## config.mk

```make
export PLATFORM = sky130hd
export DESIGN_NAME = half_single_float_converter
export DESIGN_NICKNAME = d
export VERILOG_FILES = /design/src/hdl/hsfc_pkg.sv /design/src/hdl/half_single_float_converter.sv
export SDC_FILE = /design/constraint.sdc
export NUM_CORES = 1
export LEC_CHECK = 0
export ABC_CLOCK_PERIOD_IN_PS = 7080
export BUFFER_PORTS_ARGS = -buffer_cell sky130_fd_sc_hd__buf_2
export CAP_MARGIN = 15
export CORE_UTILIZATION = 35
export CTS_BUF_LIST = sky130_fd_sc_hd__clkbuf_8
export CTS_CLUSTER_DIAMETER = 40
export DETAILED_ROUTE_END_ITERATION = 10
export PLACE_DENSITY = 0.52
export SYNTH_ARGS = -nofsm -noshare
export SYNTH_HDL_FRONTEND = slang
export SYNTH_SLANG_ARGS = --single-unit
```

## constraint.sdc

```tcl
create_clock -name aclk -period 7.08 [get_ports aclk]
set_clock_uncertainty 0.05 [all_clocks]
set_input_delay 1.416 -clock aclk [delete_from_list [all_inputs] [get_ports aclk]]
set_output_delay 1.416 -clock aclk [all_outputs]
set_load 0.005 [all_outputs]
```

## src/hdl/hsfc_pkg.sv

```systemverilog
`timescale 1ns / 1ps
// ----------------------------------------------------------------------------
// hsfc_pkg: shared definitions for the half/single float converter
// Opcodes, field widths, format constants and the two conversion functions.
// ----------------------------------------------------------------------------
package hsfc_pkg;

    localparam int OPERAND_W = 32;
    localparam int RESULT_W  = 32;
    localparam int HALF_W    = 16;
    localparam int HALF_FW   = 10;

    localparam logic OP_DECODE = 1'b0;
    localparam logic OP_ENCODE = 1'b1;

    localparam logic [15:0] HALF_QNAN      = 16'h7E00;
    localparam logic [15:0] HALF_INF       = 16'h7C00;
    localparam logic [7:0]  EXP_REBIAS     = 8'd112;
    localparam logic [7:0]  SINGLE_EXP_MAX = 8'hFF;
    // Narrowing exponent thresholds on the raw binary32 exponent
    localparam logic [7:0]  ENC_OVF_EXP    = 8'd143;  // half exponent >= 31
    localparam logic [7:0]  ENC_TINY_EXP   = 8'd102;  // below half subnormal range
    localparam logic [7:0]  ENC_SUB_SHIFT  = 8'd126;  // 14 - (re - 112)

    typedef logic [RESULT_W-1:0] word_t;

    // Shift count that brings the leading one of a half subnormal fraction
    // up to the hidden bit position.
    function automatic logic [3:0] half_lzc(input logic [HALF_FW-1:0] f);
        logic [3:0] lz;
        lz = 4'd0;
        for (int i = 0; i < HALF_FW; i++) begin
            if (f[i]) begin
                lz = 4'(HALF_FW - i);
            end
        end
        return lz;
    endfunction

    function automatic word_t widen_half(input logic [HALF_W-1:0] h);
        logic                sgn;
        logic [4:0]          e;
        logic [HALF_FW-1:0]  f;
        logic [3:0]          lz;
        logic [HALF_FW-1:0]  fs;
        logic [7:0]          es;
        word_t               res;
        sgn = h[15];
        e   = h[14:10];
        f   = h[HALF_FW-1:0];
        lz  = half_lzc(f);
        // truncation to the fraction width drops the hidden bit
        fs  = HALF_FW'({6'd0, f} << lz);
        es  = 8'(8'd113 - {4'd0, lz});
        if (e == 5'd0 && f == '0) begin
            res = {sgn, 31'd0};
        end else if (e == 5'd0) begin
            res = {sgn, es, fs, 13'd0};
        end else if (e == 5'd31) begin
            res = {sgn, SINGLE_EXP_MAX, f, 13'd0};
        end else begin
            res = {sgn, 8'({3'd0, e} + EXP_REBIAS), f, 13'd0};
        end
        return res;
    endfunction

    function automatic logic [HALF_W-1:0] narrow_single(input word_t b);
        logic        sgn;
        logic [7:0]  re;
        logic [22:0] m;
        logic [23:0] mh;
        logic [4:0]  sh;
        logic [24:0] rnd;
        logic [24:0] shr;
        logic [24:0] sum_sub;
        logic [10:0] rs;
        logic [23:0] sum_nrm;
        logic [10:0] rm;
        logic [4:0]  eh;
        logic [14:0] mag;
        logic [15:0] sgn_w;
        logic [15:0] res;
        sgn     = b[31];
        re      = b[30:23];
        m       = b[22:0];
        mh      = {1'b1, m};
        sgn_w   = {sgn, 15'd0};
        // subnormal result: variable right shift with round to nearest even
        sh      = 5'(ENC_SUB_SHIFT - re);
        rnd     = (25'd1 << (sh - 5'd1)) - 25'd1;
        shr     = {1'b0, mh} >> sh;
        sum_sub = {1'b0, mh} + rnd + {24'd0, shr[0]};
        rs      = 11'(sum_sub >> sh);
        // normal result: rounding carry may spill into the exponent
        sum_nrm = {1'b0, m} + 24'h000FFF + {23'd0, m[13]};
        rm      = 11'(sum_nrm >> 13);
        eh      = 5'(re - EXP_REBIAS);
        mag     = {eh, 10'd0} + {4'd0, rm};
        if (re == SINGLE_EXP_MAX) begin
            res = sgn_w | ((m == '0) ? HALF_INF : HALF_QNAN);
        end else if (re >= ENC_OVF_EXP) begin
            res = sgn_w | HALF_INF;
        end else if (re < ENC_TINY_EXP) begin
            res = sgn_w;
        end else if (re <= EXP_REBIAS) begin
            res = sgn_w | {5'd0, rs};
        end else begin
            res = sgn_w | {1'b0, mag};
        end
        return res;
    endfunction

endpackage

```

## src/hdl/half_single_float_converter.sv

```systemverilog
`timescale 1ns / 1ps
// An accepted item is held in the input register, then in the result
// register. Throughput: one item per cycle; both registers advance
// together whenever the result register is empty or being drained.
// Reset: synchronous active-low aresetn clears both valid flags; no item is
// held after reset.
// ----------------------------------------------------------------------------
// half_single_float_converter, built from two registers
// Converts binary16 to binary32 (decode) or binary32 to binary16 with
// round-to-nearest-even (encode), one item per cycle unless m_ready stalls.
// ----------------------------------------------------------------------------
module half_single_float_converter (
    input  logic                           aclk,
    input  logic                           aresetn,
    input  logic                           s_valid,
    output logic                           s_ready,
    input  logic                           s_op,
    input  logic [hsfc_pkg::OPERAND_W-1:0] s_operand,
    output logic                           m_valid,
    input  logic                           m_ready,
    output logic [hsfc_pkg::RESULT_W-1:0]  m_result
);
    import hsfc_pkg::*;

    logic                 s1_valid_reg;
    logic                 s1_op_reg;
    logic [OPERAND_W-1:0] s1_operand_reg;
    logic                 m_valid_reg;
    word_t                m_result_reg;

    logic  out_free;
    logic  s1_free;
    word_t conv_next;

    assign out_free = !m_valid_reg || m_ready;
    assign s1_free  = !s1_valid_reg || out_free;
    assign s_ready  = s1_free;

    always_comb begin
        if (s1_op_reg == OP_ENCODE) begin
            conv_next = {16'd0, narrow_single(s1_operand_reg)};
        end else begin
            conv_next = widen_half(s1_operand_reg[HALF_W-1:0]);
        end
    end

    always_ff @(posedge aclk) begin
        if (!aresetn) begin
            s1_valid_reg <= 1'b0;
            m_valid_reg  <= 1'b0;
        end else begin
            if (s1_free) begin
                s1_valid_reg <= s_valid;
            end
            if (out_free) begin
                m_valid_reg <= s1_valid_reg;
            end
        end
    end

    // payload registers: load on advance, hold otherwise
    always_ff @(posedge aclk) begin
        if (s1_free && s_valid) begin
            s1_op_reg      <= s_op;
            s1_operand_reg <= s_operand;
        end
        if (out_free && s1_valid_reg) begin
            m_result_reg <= conv_next;
        end
    end

    assign m_valid  = m_valid_reg;
    assign m_result = m_result_reg;

    a_reset_empty: assert property (@(posedge aclk)
        !aresetn |=> !m_valid_reg && !s1_valid_reg)
        else $error("pipeline not empty after reset");

    a_stage_moves: assert property (@(posedge aclk) disable iff (!aresetn)
        s1_valid_reg && out_free |=> m_valid_reg)
        else $error("input stage item lost on advance");

    a_stall_holds: assert property (@(posedge aclk) disable iff (!aresetn)
        s1_valid_reg && m_valid_reg && !m_ready |=>
            s1_valid_reg && $stable(s1_operand_reg) && $stable(s1_op_reg))
        else $error("input stage changed while stalled");

endmodule
```

Word-level counts from Yosys, hierarchy flattened
Cells that the tools add are included.
W data, S select, Z words.
{ "totals": {"input_bits": 37, "output_inout_bits": 34, "wordCells": 61, "register_bits": 67} }
{ "classes": {"bitwise_logic": 3, "eq_ne": 2, "mux": 20, "order_cmp": 3, "n_shift": 4, "n_addsub": 11, "n_reduce_logical": 11} }
{ "op_table": {"columns": ["op", "n"], "rows": [
  ["$mux W16", 6],
  ["$mux W31", 2],
  ["$mux W4", 11],
  ["$or A16 B15 Y16", 2],
  ["$add A24 B25 Y25", 1],
  ["$add A25 B1 Y25", 1],
  ["$shl A1 B5 Y25 const A", 1],
  ["$shr A25 B5 Y11", 1],
  ["$sub A25 B1 Y25 const B", 1],
  ["$add A23 B12 Y24 const B", 1],
  ["$add A24 B1 Y24", 1],
  ["$shr A24 B5 Y1", 1],
  ["$logic_not A23 Y1", 1],
  ["$or A16 B11 Y16", 1],
  ["$add A15 B11 Y15", 1],
  ["$logic_not A10 Y1", 1],
  ["$mux W10", 1],
  ["$shl A10 B4 Y10", 1],
  ["$add A5 B7 Y8 const B", 1],
  ["$eq A8 B8 Y1 const B", 1],
  ["$ge A8 B8 Y1 const B", 1],
  ["$le A8 B7 Y1 const B", 1],
  ["$lt A8 B7 Y1 const B", 1],
  ["$sub A7 B4 Y8 const A", 1],
  ["other kinds (9)", 13]
]} }

Depth between registers and ports, before layout
{ "logic_depth": {"word_depth": 15, "mapped_depth": 27, "ltp_nobuf": 20} }

Worst setup path before layout
Ideal clock, no wire load.
{ "synth_path": {"kind": "register -> register", "startpoint": "register s1_operand_reg[23]", "endpoint": "register m_result_reg[7] (netlist: m_result[7]) (data pin)", "arrival_ns": 6.004, "path_stages_with_launch": 25, "path_buffers": 6, "setup_ns": 0.268, "required_ns": 6.762, "slack_ns": 0.758, "path_cell_list": "edfxtp_1 > buf_2 > inv_1 > buf_1 > clkbuf_8 > clkbuf_8 > ha_1 > clkbuf_8 > clkbuf_1 > mux4_2 > mux4_2 > a21oi_1 > ha_1 > inv_1 > ha_1 > fa_1 > a211oi_1 > o21ai_0 > a22oi_1 > nand2_1 > xor2_1 > mux4_1 > a32o_1 > o41ai_2 > a221oi_2"} }
{ "synth_between": {"elab_chain_len": 13, "word_cells_on_any_way": 18, "cone_classes": "add/sub: 5; order compare: 3; eq/ne: 1; shift: 3; mux: 5; bitwise: 1"} }
{ "synth_rtl": {"columns": ["element", "line_no", "source"], "rows": [
  ["start, declared", "half_single_float_converter.sv:27", "logic [OPERAND_W-1:0] s1_operand_reg;"],
  ["start signal, assigned", "half_single_float_converter.sv:65", "s1_operand_reg <= s_operand;"],
  ["$sub A5 B5 Y5", "hsfc_pkg.sv:89", "sh = 5'(ENC_SUB_SHIFT - re);"],
  ["$sub A5 B1 Y5", "hsfc_pkg.sv:90", "rnd = (25'd1 << (sh - 5'd1)) - 25'd1;"],
  ["$shl A1 B5 Y25", "hsfc_pkg.sv:90", null],
  ["$sub A25 B1 Y25", "hsfc_pkg.sv:90", null],
  ["$add A24 B25 Y25", "hsfc_pkg.sv:92", "sum_sub = {1'b0, mh} + rnd + {24'd0, shr[0]};"],
  ["$add A25 B1 Y25", "hsfc_pkg.sv:92", null],
  ["$shr A25 B5 Y11", "hsfc_pkg.sv:93", "rs = 11'(sum_sub >> sh);"],
  ["$or A16 B11 Y16", "hsfc_pkg.sv:106", "res = sgn_w | {5'd0, rs};"],
  ["$mux W16", "hsfc_pkg.sv:105", "end else if (re <= EXP_REBIAS) begin"],
  ["$mux W16", "hsfc_pkg.sv:103", "end else if (re < ENC_TINY_EXP) begin"],
  ["$mux W16", "hsfc_pkg.sv:101", "end else if (re >= ENC_OVF_EXP) begin"],
  ["$mux W16 *", "hsfc_pkg.sv:99", "if (re == SINGLE_EXP_MAX) begin"],
  ["$mux W16 *", "half_single_float_converter.sv:40", "if (s1_op_reg == OP_ENCODE) begin"],
  ["end signal, assigned", "half_single_float_converter.sv:68", "m_result_reg <= conv_next;"],
  ["end, declared", "half_single_float_converter.sv:29", "word_t m_result_reg;"]
]} }
Every way passes the cells marked *; elsewhere a longest branch is shown, timed or not.
A chain may end at the register's enable or synchronous reset.

Worst setup path after layout
{ "layout_path": {"startpoint": "register s1_operand_reg[24]", "endpoint": "register m_result_reg[7] (netlist: m_result[7]) (data pin)"} }
The elaborated chain is that of the path after synthesis.

==> flow_summary.toml <==
[detailed_routing]
vias_per_cell = 5.803
drt_iter0_markers = 477
wl_per_cell_um = 20.40
vias = 6789
postRouteAntennaNets = 0
drc_errors = 0
wl_um = 23870
dr.pass1.iters = 5

[layout]
largest_register_ffs = 32
diodes = 0
finalNetCount = 991
final_util = 0.3908
fillers = 2143
fin_cells = 1170
fin_area_um2 = 7984
area_growth_pct = 8.447
drive_gt1_frac = 0.1656

[sta]
finalSetupViolCount = 0
slew_headroom = 0.4057
post-route-min-period_ns = 6.653
grt_setup_unrepaired = "no"
fin_ws_ns = 0.4270
tns_ns = 0
fmax_ghz = 0.1503
period_share = 0.9397
tightest_slew_ns = 0.8881
hold_viol_final = 0
finalMaxSlewViolations = 0

[clocking]
postCtsHoldBufs = 0
ctsRootBufferMaster = "clkbuf_8"
cts.sinks = 66
clockBufferDepth = 2
path_clk_slew_ns = 0.08
cts_tree = "built"
insertion_delay_ns = 0.36
h-tree-depth = 3
cts_buffers = 9

[global_route]
grt_pass1_wl_um = 36980
grt_overflow_total = 0
grt.met1_usage = 0.3140
grt_util_met2 = 0.3327
top_usage_layer = "met2"
antenna_found_initial = 0
grt_max_degree = 43
first_global_vias = 6457
grt_use_total = 0.2213
gr-usage-met3 = 0.03199

[hold_path]
hold_path_class = "register to register"

[yosys]
ys.warnings.count = 0
synth.avg_cell_area_um2 = 8.601
syn_nets = 952
synth_seq_cells = 66
synth_cells = 856
async_reset_ff_frac = 0
syn-cell-area_um2 = 7362
synthDistinctLibCells = 92
synthFlopType = "edfxtp_1"
seq_area_frac_synth = 0.2665
synth_edf_count = 64

[worst_setup_path]
cp-end-kind = "register"
crit_path_start_kind = "register"
critPathKind = "register to register"
cp_common_cell = "ha_1"
cpPeakStageDelay_ns = 0.59
path_cells = "inv_1 -> ha_1 -> mux4_2 -> mux4_2 -> a21oi_1 -> ha_1 -> inv_1 -> ha_1 -> fa_1 -> a211oi_1 -> o21ai_0 -> a22oi_1 -> nand2_1 -> xor2_1 -> mux4_1 -> a32o_1 -> o41ai_2 -> a221oi_2"
cp_data_required_time_ns = 7.12
crit_path_max_fanout = 10
critPathSlowestCell = "ha_1"
crit_arrival_ns = 6.69

[floorplan]
die_area_um2 = 21620
initial_core_util = 0.3604
io_pins = 71
rows = 52
core_um2 = 20430
fp.dieH_um = 147.0
die_w_um = 147.0

[flow_run]
drv_cap = 0

[place]
postPlaceCellArea_um2 = 7774
dp_slack_ns = 0.4127
globalplace.congestion = 0.8947
io_buffers = 70
dp_hpwl_um = 18440
dp_cells = 1154

[pwr]
peakVddDrop_v = 0.0001104
power.density_nw_per_um2 = 184.4
leakage_nw = 3.212

[outcome]
status = "completed"
[cells in the mapped netlist (13+ instances only)]
library cell / count / share of area
ha_1: 58 / 0.099
nor3_1: 22 / 0.015
clkbuf_1: 21 / 0.011
a211oi_1: 20 / 0.020
inv_1: 80 / 0.041
nand3_1: 27 / 0.018
nand2_1: 87 / 0.044
xnor2_1: 20 / 0.024
xor2_1: 13 / 0.015
nor4_1: 13 / 0.011
edfxtp_1: 64 / 0.26
nor2_1: 61 / 0.031
o21ai_0: 35 / 0.024
a21oi_1: 71 / 0.048
mux2i_1: 21 / 0.029
[final cells by class]
class                           count  area (um2)  share of cell area
Clock buffer                        9       123.9             0.01551
Clock inverter                      7       76.32            0.009560
Inverter                           82       307.8             0.03855
Multi-Input combinational cell    656        4751              0.5950
Sequential cell                    66        1962              0.2457
Tap cell                          270       337.8             0.04231
Timing Repair Buffer               80       425.4             0.05328
[layout by cell type, fill, tap and decap left out, types with 4 or more instances in the layout]
cell | netlist | layout
nand2_1 | 87 | 87
inv_1 | 80 | 80
a21oi_1 | 71 | 71
buf_2 | 7 | 70
edfxtp_1 | 64 | 64
nor2_1 | 61 | 60
ha_1 | 58 | 58
o21ai_0 | 35 | 35
nand3_1 | 27 | 27
nor3_1 | 22 | 22
mux2i_1 | 21 | 21
a211oi_1 | 20 | 20
xnor2_1 | 20 | 18
nor4_1 | 13 | 13
xor2_1 | 13 | 12
and2_1 | 11 | 11
mux4_2 | 11 | 11
a31oi_1 | 11 | 11
nor2b_1 | 11 | 10
or3_1 | 10 | 10
buf_4 | 3 | 10
clkbuf_8 | 12 | 9
nand4_1 | 8 | 8
a22oi_1 | 8 | 8
o211ai_1 | 8 | 8
a21o_1 | 8 | 8
o21a_1 | 8 | 8
nand2b_1 | 5 | 5
a21boi_0 | 5 | 5
or2_2 | 5 | 5
o31ai_1 | 5 | 5
a221oi_1 | 5 | 5
o211a_1 | 4 | 4
o22ai_1 | 4 | 4
mux2_2 | 4 | 4
a2111oi_0 | 4 | 4
o311ai_0 | 4 | 4
o2111ai_1 | 4 | 4
[critical path, delay by kind of cell, from the launching register on]
family | cells | cell delay [ns]
AO/OA/AOI/OAI | 7 | 2.16
multiplexers | 3 | 1.62
adder cells (fa/ha/maj) | 4 | 1.41
flip-flops | 1 | 0.53
AND/OR/NAND/NOR | 1 | 0.22
XOR/XNOR | 1 | 0.22
buffers and inverters | 2 | 0.18
[path summary, 6_finish.rpt]
kind	startpoint	to	slack (ns)	depth (start not counted)
worst min-delay path	s1_valid_reg	m_valid	0.48	1
worst min register to register	s1_valid_reg	m_valid	0.48	1
worst max register to register	s1_operand_reg[24]	m_result[7]	0.43	18
worst max-delay path	s1_operand_reg[24]	m_result[7]	0.43	18
[power breakdown]
group / total (W) / internal [W] / switching, W
clock network: 0.000332 / 0.000165 / 0.000167
registers: 0.000477 / 0.000454 / 0.0000233
logic: 0.000663 / 0.000246 / 0.000417
total: 0.00147 / 0.000865 / 0.000607
[through the flow]
stage          hold slack (ns)  power [W]
2_1_floorplan           0.4268  0.0009709
4_1_cts                 0.4784   0.001471
5_1_grt                 0.5131   0.001559
6_report                0.4771   0.001472
3_5_place_dp            0.4605   0.001135
3_3_place_gp            0.4547   0.001138
[kinds of logic after synthesis]
family / count (synthesis) / synth area share
AOI/OAI and AO/OA: 245 / 0.2350
xor gates and xnor gates: 36 / 0.04742
adders and majority gates: 59 / 0.1013
buffers and inverters: 134 / 0.09194
DFF: 66 / 0.2665
muxes: 38 / 0.07376
and+or+nand+nor: 278 / 0.1841
[metal layers]
layer | vias to the layer above | share of wire
met2 | 230 | 0.44
li1 | 3234 | -
met5 | - | 0
met3 | 44 | 0.046
met1 | 3281 | 0.47
met4 | 0 | 0.042
[repair_timing]
item                                    CTS  global route
gates resized for setup                   0             2
endpoints found under the setup margin    0             1
setup buffers                             0             0
Note: power is estimated with default switching activity, not from simulation.
